==> config.mk <==
export PLATFORM = sky130hd
export DESIGN_NAME = lehmer_prng_with_scaling_flat
export DESIGN_NICKNAME = d
export VERILOG_FILES = /design/src/lps_pkg.sv /design/src/lps_if.sv /design/src/lps_ctrl.sv /design/src/lps_dpath.sv /design/src/lehmer_prng_with_scaling.sv /design/src/flat_wrapper.sv
export SDC_FILE = /design/constraint.sdc
export NUM_CORES = 2
export LEC_CHECK = 0
export ABC_AREA = 1
export CAP_MARGIN = 20
export CORE_MARGIN = 10
export CORE_UTILIZATION = 50
export CTS_BUF_LIST = sky130_fd_sc_hd__clkbuf_4 sky130_fd_sc_hd__clkbuf_8
export DETAILED_ROUTE_END_ITERATION = 7
export DONT_BUFFER_PORTS = 1
export HOLD_SLACK_MARGIN = 0.12
export SLEW_MARGIN = 20
export SYNTH_ARGS = -nofsm -noshare
export SYNTH_HDL_FRONTEND = slang
export SYNTH_SLANG_ARGS = --single-unit
==> constraint.sdc <==
create_clock -name clk_i -period 10.2 [get_ports clk_i]
set_clock_uncertainty 0.2 [all_clocks]
set_input_delay 1.53 -clock clk_i [delete_from_list [all_inputs] [get_ports clk_i]]
set_output_delay 1.53 -clock clk_i [all_outputs]
set_load 0.05 [all_outputs]
==> src/lps_pkg.sv <==
package lps_pkg;

  localparam int unsigned WordW = 31;
  localparam int unsigned ProdW = 2 * WordW;
  localparam int unsigned AddrW = 3;
  localparam int unsigned PDataW = 32;

  typedef logic [WordW-1:0] word_t;
  typedef logic [ProdW-1:0] prod_t;

  localparam word_t LcgMod    = 31'h7FFF_FFFF;
  localparam word_t LcgMult   = 31'd16807;
  localparam word_t SeedReset = 31'd1;

  // register index taken from paddr above the byte offset
  localparam logic RegSeed = 1'b0;

  typedef struct packed {
    logic mul_step;
    logic reduce;
    logic mul_scale;
    logic load_out;
  } dp_cmd_t;

endpackage

==> src/lps_if.sv <==
interface lps_req_if;
  import lps_pkg::*;

  logic  valid;
  logic  ready;
  word_t bound;

  modport source (output valid, output bound, input ready);
  modport sink (input valid, input bound, output ready);
endinterface

interface lps_rsp_if;
  import lps_pkg::*;

  logic  valid;
  logic  ready;
  word_t raw_state;
  word_t scaled_value;
  logic  coin;

  modport source (output valid, output raw_state, output scaled_value, output coin,
                  input ready);
  modport sink (input valid, input raw_state, input scaled_value, input coin,
                output ready);
endinterface

==> src/lps_ctrl.sv <==
module lps_ctrl (
  input  logic             clk_i,
  input  logic             rst_ni,
  input  logic             in_valid_i,
  output logic             in_ready_o,
  output logic             out_valid_o,
  input  logic             out_ready_i,
  output lps_pkg::dp_cmd_t cmd_o
);
  import lps_pkg::*;

  typedef enum logic [3:0] {
    ST_IDLE = 4'b0001,
    ST_RED  = 4'b0010,
    ST_MUL  = 4'b0100,
    ST_DIV  = 4'b1000
  } state_e;

  state_e state_q, state_d;
  logic   out_valid_q, out_valid_d;
  logic   accept;
  logic   out_free;

  assign in_ready_o  = (state_q == ST_IDLE);
  assign accept      = in_valid_i && in_ready_o;
  assign out_free    = !out_valid_q || out_ready_i;
  assign out_valid_o = out_valid_q;

  always_comb begin
    state_d        = state_q;
    cmd_o          = '0;
    out_valid_d    = out_valid_q && !out_ready_i;
    unique case (state_q)
      ST_IDLE: begin
        if (accept) begin
          cmd_o.mul_step = 1'b1;
          state_d        = ST_RED;
        end
      end
      ST_RED: begin
        cmd_o.reduce = 1'b1;
        state_d      = ST_MUL;
      end
      ST_MUL: begin
        cmd_o.mul_scale = 1'b1;
        state_d         = ST_DIV;
      end
      ST_DIV: begin
        // hold the quotient until the output register is free
        if (out_free) begin
          cmd_o.load_out = 1'b1;
          out_valid_d    = 1'b1;
          state_d        = ST_IDLE;
        end
      end
      default: state_d = ST_IDLE;
    endcase
  end

  always_ff @(posedge clk_i or negedge rst_ni) begin
    if (!rst_ni) begin
      state_q     <= ST_IDLE;
      out_valid_q <= 1'b0;
    end else begin
      state_q     <= state_d;
      out_valid_q <= out_valid_d;
    end
  end

  a_cmd_single: assert property (@(posedge clk_i) disable iff (!rst_ni)
    $onehot0({cmd_o.mul_step, cmd_o.reduce, cmd_o.mul_scale, cmd_o.load_out}))
    else $error("more than one datapath command");

  a_accept_red: assert property (@(posedge clk_i) disable iff (!rst_ni)
    accept |=> (state_q == ST_RED))
    else $error("accepted item did not enter reduction");

  a_load_valid: assert property (@(posedge clk_i) disable iff (!rst_ni)
    cmd_o.load_out |=> out_valid_q)
    else $error("output load lost");

  a_div_wait: assert property (@(posedge clk_i) disable iff (!rst_ni)
    (state_q == ST_DIV) && out_valid_q && !out_ready_i |=> (state_q == ST_DIV))
    else $error("result overwrote a pending transfer");

endmodule

==> src/lps_dpath.sv <==
module lps_dpath (
  input  logic             clk_i,
  input  logic             rst_ni,
  input  lps_pkg::dp_cmd_t cmd_i,
  input  logic             seed_we_i,
  input  lps_pkg::word_t   seed_i,
  input  lps_pkg::word_t   bound_i,
  output lps_pkg::word_t   raw_state_o,
  output lps_pkg::word_t   scaled_value_o,
  output logic             coin_o
);
  import lps_pkg::*;

  word_t       state_q, state_d;
  word_t       bound_q;
  prod_t       prod_q;
  word_t       raw_q, scaled_q;
  logic        coin_q;

  word_t       mul_b;
  prod_t       mul_res;
  word_t       seed_fix;
  logic [31:0] fold_sum, fold_res;
  logic [31:0] r1, rem;
  logic        q1, adj;
  word_t       quot;

  // shared multiplier: 16807 * state, then new state * bound
  assign mul_b   = cmd_i.mul_scale ? bound_q : LcgMult;
  assign mul_res = ProdW'(state_q) * ProdW'(mul_b);

  // 2^31 == 1 mod M, so fold the high part onto the low part
  assign fold_sum = {1'b0, prod_q[WordW-1:0]} + 32'(prod_q[45:WordW]);
  assign fold_res = (fold_sum >= {1'b0, LcgMod}) ? fold_sum - {1'b0, LcgMod} : fold_sum;

  // floor(p / M): p = q0*M + (q0 + r0), then at most two small corrections
  assign r1   = {1'b0, prod_q[ProdW-1:WordW]} + {1'b0, prod_q[WordW-1:0]};
  assign q1   = r1[31];
  assign rem  = {1'b0, r1[WordW-1:0]} + 32'(q1);
  assign adj  = (rem >= {1'b0, LcgMod});
  assign quot = prod_q[ProdW-1:WordW] + WordW'(q1) + WordW'(adj);

  // zero and M lock the generator, load 1 instead
  assign seed_fix = ((seed_i == '0) || (seed_i == LcgMod)) ? SeedReset : seed_i;

  always_comb begin
    state_d = state_q;
    priority if (seed_we_i) begin
      state_d = seed_fix;
    end else if (cmd_i.reduce) begin
      state_d = fold_res[WordW-1:0];
    end
  end

  always_ff @(posedge clk_i or negedge rst_ni) begin
    if (!rst_ni) begin
      state_q <= SeedReset;
    end else begin
      state_q <= state_d;
    end
  end

  always_ff @(posedge clk_i) begin
    if (cmd_i.mul_step) begin
      bound_q <= bound_i;
    end
    if (cmd_i.mul_step || cmd_i.mul_scale) begin
      prod_q <= mul_res;
    end
    if (cmd_i.load_out) begin
      raw_q    <= state_q;
      scaled_q <= quot;
      // 2*s < M exactly when s < 2^30
      coin_q   <= ~state_q[WordW-1];
    end
  end

  assign raw_state_o    = raw_q;
  assign scaled_value_o = scaled_q;
  assign coin_o         = coin_q;

endmodule

==> src/lehmer_prng_with_scaling.sv <==
// channel   dir  modport  transfer when     payload
// req_i     in   sink     valid && ready    bound
// rsp_o     out  source   valid && ready    raw_state, scaled_value, coin
// apb       in   slave    psel&penable&pwrite  seed_value at byte address 0
//
// an item goes through the steps accept, reduce, scale multiply, divide by M;
// the single 31x31 multiplier is used twice and each product is registered
// the result sits in an output register; the next request is taken once it loads
// a stalled output holds the block in the divide step until the transfer completes
// reset loads the state and the seed register with 1
module lehmer_prng_with_scaling (
  input  logic                       clk_i,
  input  logic                       rst_ni,
  lps_req_if.sink                    req_i,
  lps_rsp_if.source                  rsp_o,
  input  logic                       psel,
  input  logic                       penable,
  input  logic                       pwrite,
  input  logic [lps_pkg::AddrW-1:0]  paddr,
  input  logic [lps_pkg::PDataW-1:0] pwdata,
  output logic [lps_pkg::PDataW-1:0] prdata,
  output logic                       pready
);
  import lps_pkg::*;

  dp_cmd_t cmd;
  logic    seed_we;
  word_t   seed_q;

  assign pready  = 1'b1;
  assign seed_we = psel && penable && pwrite && (paddr[AddrW-1] == RegSeed);
  assign prdata  = (paddr[AddrW-1] == RegSeed) ? {1'b0, seed_q} : '0;

  always_ff @(posedge clk_i or negedge rst_ni) begin
    if (!rst_ni) begin
      seed_q <= SeedReset;
    end else if (seed_we) begin
      seed_q <= pwdata[WordW-1:0];
    end
  end

  lps_ctrl u_ctrl (
    .clk_i       (clk_i),
    .rst_ni      (rst_ni),
    .in_valid_i  (req_i.valid),
    .in_ready_o  (req_i.ready),
    .out_valid_o (rsp_o.valid),
    .out_ready_i (rsp_o.ready),
    .cmd_o       (cmd)
  );

  lps_dpath u_dpath (
    .clk_i          (clk_i),
    .rst_ni         (rst_ni),
    .cmd_i          (cmd),
    .seed_we_i      (seed_we),
    .seed_i         (pwdata[WordW-1:0]),
    .bound_i        (req_i.bound),
    .raw_state_o    (rsp_o.raw_state),
    .scaled_value_o (rsp_o.scaled_value),
    .coin_o         (rsp_o.coin)
  );

endmodule
==> src/flat_wrapper.sv <==
// flat-port wrapper written by rule: the top's interface ports become plain ports
module lehmer_prng_with_scaling_flat import lps_pkg::*;
  (clk_i, rst_ni, psel, penable, pwrite, paddr, pwdata, prdata, pready, req_i_valid, req_i_bound, req_i_ready, rsp_o_valid, rsp_o_raw_state, rsp_o_scaled_value, rsp_o_coin, rsp_o_ready);
  lps_req_if req_i_i ();
  lps_rsp_if rsp_o_i ();
  input  logic clk_i;
  input  logic rst_ni;
  input  logic psel;
  input  logic penable;
  input  logic pwrite;
  input  logic [lps_pkg::AddrW-1:0] paddr;
  input  logic [lps_pkg::PDataW-1:0] pwdata;
  output logic [lps_pkg::PDataW-1:0] prdata;
  output logic pready;
  input wire logic [$bits(req_i_i.valid)-1:0] req_i_valid;
  input wire logic [$bits(req_i_i.bound)-1:0] req_i_bound;
  output wire logic [$bits(req_i_i.ready)-1:0] req_i_ready;
  output wire logic [$bits(rsp_o_i.valid)-1:0] rsp_o_valid;
  output wire logic [$bits(rsp_o_i.raw_state)-1:0] rsp_o_raw_state;
  output wire logic [$bits(rsp_o_i.scaled_value)-1:0] rsp_o_scaled_value;
  output wire logic [$bits(rsp_o_i.coin)-1:0] rsp_o_coin;
  input wire logic [$bits(rsp_o_i.ready)-1:0] rsp_o_ready;
  assign req_i_i.valid = req_i_valid;
  assign req_i_i.bound = req_i_bound;
  assign req_i_ready = req_i_i.ready;
  assign rsp_o_valid = rsp_o_i.valid;
  assign rsp_o_raw_state = rsp_o_i.raw_state;
  assign rsp_o_scaled_value = rsp_o_i.scaled_value;
  assign rsp_o_coin = rsp_o_i.coin;
  assign rsp_o_i.ready = rsp_o_ready;
  lehmer_prng_with_scaling u_core (.clk_i(clk_i), .rst_ni(rst_ni), .req_i(req_i_i), .rsp_o(rsp_o_i), .psel(psel), .penable(penable), .pwrite(pwrite), .paddr(paddr), .pwdata(pwdata), .prdata(prdata), .pready(pready));
endmodule
==> qor_table.md <==
| Metric | Value | Unit |
| --- | --- | --- |
| Post-synthesis cell count | 5430 | - |
| ANT nets after route | 0 | - |
| Cell repeated most along the worst path | fa_1 | - |
| Standard cell core area | 87000 | um^2 |
| Top FF cell, synth | edfxtp_1 | - |
| Cts-stage hold buffer count | 0 | - |
| Initial antenna violation count | 2 | - |
| Final hold violations | 0 | - |
| Number of synthesized register bits | 223 | - |
| Cell with the largest stage delay on the worst path | inv_1 | - |
| Via-to-Cell Ratio | 5.43 | - |
| Area enclosed by the die boundary | 100000 | um^2 |
| Mux cell area share after synthesis | 0 | - |
| Syn Nets | 6632 | - |
| Post-DR wirelength/cell | 22.1 | um |
| Horizontal die dimension | 317 | um |
| Number of setup buffers added after CTS | 0 | - |
| 1st-pass router iterations | 8 | - |
| Final core utilization | 0.530 | - |
| Hold-critical path depth | 0 | - |
| Gpl congestion | 0.947 | - |
| Max stage delay on crit path | 860 | ps |
| Commonest non-fill, non-tap cells in the layout | inv_1, nand2_1, fa_1 | - |
| Worst Slack Setup Final | 373 | ps |
| Parity-gate share of the synthesized area counting xor and xnor cells | 0.0241 | - |
| Total overflow reported by the global router | 0 | - |
| Wire length of the first global-routing pass | 220 | mm |
| Finish-stage setup viols | 0 | - |
| Largest family of logic cells by synthesized area | adder cells | - |
| Leading cell type in the layout, fill and taps excluded | inv_1 | - |
| Clock sinks | 223 | - |
| Insertion delay of the later-clocked pin in the worst-skew pair | 690 | ps |
| Synth Area in Simple Gates | 0.198 | - |
| Run status | complete, no violations | - |
| Via count | 35441 | - |
| Startpoint class of the critical path | register | - |
| Die Y | 317 | um |
| Highest net fanout along the worst path | 16 | - |
| Sequential element share of the synthesized area | 0.145 | - |
| Drc violations | 0 | - |
| Share of synthesized cell area in full adder, half adder and majority cells | 0.464 | - |
| Kind of path behind the tightest hold check | register to register | - |
| CTS root buf | clkbuf_8 | - |
| Number of gates given a new drive strength after cts | 0 | - |
| EDFF count, synth | 156 | - |
| Synth-to-Final Area Change | 4.79 | % |
| Maximum number of pins on one net before global-route repair | 100 | - |
| Minimum clock period after layout | 9830 | ps |
| Worst Path Arrival | 10030 | ps |
| Post-synthesis compound-gate area fraction | 0.0411 | - |
| R2R Path Start | u_core.u_ctrl.state_q[1] | - |
| FF-to-FF path depth | 28 | - |
| # Max-Cap Violations | 0 | - |
| Iteration-0 DRC Markers | 2887 | - |
| Worst endpoint required time | 10410 | ps |
| Aggregate routed wire length | 145 | mm |
| Final TNS setup | 0 | ps |
| HPWL after detailed placement | 118 | mm |
| RSZ-0062 raised after global routing | false | - |
| H-Tree Depth | 2 | - |
| Fin Hold WS | 280 | ps |
| Average cell area after synthesis | 8.11 | um^2 |
| Endpoint kind of the worst setup timing path | register | - |
| Clock tree from TritonCTS | done | - |
| Worst hold path endpoint | u_core.u_dpath.raw_state_o[26] | - |
| Initial Utilization | 0.506 | - |
| Worst slack, placed | 416 | ps |
| Cell area after technology mapping | 44000 | um^2 |
| Highest achievable clock rate | 0.102 | GHz |
| TritonCTS Buffers | 41 | - |
| Slew @ Worst Pin | 1090 | ps |
| Cell row count | 108 | - |
| Share of the clock period used by the worst path | 0.963 | - |
| Via count of the first global-routing pass | 36510 | - |
| Proportion of layout cells with a drive suffix above 1 | 0.0426 | - |
| Library cells used by synthesis | 58 | - |
| Reg clk slew, reported paths | 60 | ps |
| Share of synthesized flip-flops with an asynchronous set or reset | 0.300 | - |
| Reg2reg setup slack | 370 | ps |
| Synth Warn # | 0 | - |
| Count of pins on the block boundary | 171 | - |
| End of the worst register-to-register path | u_core.u_dpath.prod_q[57] | - |
| Quantity of I/O buffers inserted on ports | 0 | - |
| Launch instance of the worst min-delay path | u_core.u_dpath.state_q[26] | - |
| Net count reported at finish | 6543 | - |
| Global-route usage over all layers | 0.292 | - |
| Rel. slew slack | 0.270 | - |
| Clock Path Buffers | 3 | - |
| FILL cells | 8490 | - |
| Final number of max-transition violations | 0 | - |
| Worst setup path class | register to register | - |
[worst max-delay path by stage]
stage,from,endpoint,slack (ps),depth (start not counted)
2_1_floorplan,u_core.u_ctrl.state_q[0],u_core.u_dpath.prod_q[50],2160,35
3_3_place_gp,u_core.u_ctrl.state_q[0],u_core.u_dpath.prod_q[57],550,27
3_5_place_dp,u_core.u_ctrl.state_q[0],u_core.u_dpath.prod_q[57],420,27
4_1_cts,u_core.u_ctrl.state_q[0],u_core.u_dpath.prod_q[57],310,27
5_1_grt,u_core.u_ctrl.state_q[1],u_core.u_dpath.prod_q[57],60,28
6_report,u_core.u_ctrl.state_q[1],u_core.u_dpath.prod_q[57],370,28
[Yosys cell counts, types with 13 or more instances]
library cell	count	share of area
o21ai_0	84	0.0095
clkbuf_1	188	0.016
nor2_2	13	0.0018
nor4_1	14	0.0020
a21oi_2	13	0.0026
nand2_1	1135	0.097
a31oi_1	36	0.0051
nor2_1	698	0.060
ha_1	290	0.082
inv_1	1267	0.11
nand3_1	152	0.017
edfxtp_1	156	0.11
nand2_2	22	0.0031
nor3_1	25	0.0028
xnor2_1	39	0.0078
o31ai_1	20	0.0034
a21oi_1	129	0.015
nand4_1	51	0.0072
dfrtp_1	64	0.036
xor2_1	73	0.015
clkinv_1	15	0.0013
fa_1	839	0.38
[through the flow]
| stage | cell area, um^2 | std cells |
|---|---|---|
| after floorplan | 44000 | 5430 |
| after global placement | 45300 | 6453 |
| after detailed placement | 45300 | 6453 |
| after CTS | 46100 | 6527 |
| after global routing | 46100 | 6528 |
| final | 46100 | 6529 |
[metal layers]
metal  part of all wire  routed length [um]  global-route usage
met4              0.054                7850               0.139
met2               0.48               69200               0.483
met1               0.39               56400               0.375
met5                  0                   0                   0
met3              0.077               11200              0.0419
[sequential cells by signal (all words and copies together), names as in the netlist]
signal and count:
u_core.u_dpath.prod_q 62, u_core.u_dpath.raw_state_o 31, u_core.u_dpath.scaled_value_o 31, u_core.u_dpath.coin_o 1, u_core.u_dpath.bound_q 31, u_core.u_ctrl.out_valid_o 1, u_core.seed_q 31, u_core.u_dpath.state_q 31
u_core.u_ctrl.state_q 4
[logic make-up (layout without fill, tap and decap cells)]
logic type	count (synthesis)	count (layout)
compound gates	317	317
other cells	2	4
flops	223	223
xor+xnor	117	117
buf+inv	1494	1436
fa+ha+maj	1129	1129
simple gates	2148	2148
[critical path: cells and delay by family (launching register included)]
kind | cells | cell delay (ps)
AO/OA/AOI/OAI | 1 | 110
XOR/XNOR | 1 | 240
adder cells (fa/ha/maj) | 9 | 4570
buffers and inverters | 7 | 1800
flip-flops | 1 | 400
AND/OR/NAND/NOR | 10 | 2260
[area by class of cell]
cell class	instances	area, um^2	area share
multi-input cells	3713	32100	0.695
flip-flops and latches	223	6360	0.138
inverters	1290	4850	0.105
well taps	1155	1450	0.0313
clock buffers	52	666	0.0144
repair buffers	72	541	0.0117
clock inverters	22	193	0.00418
diodes	2	5.00	0.000108
Power is left out: the tool's default activity adds up to more than one toggle a clock period on the data nets, which glitch-free logic cannot reach.
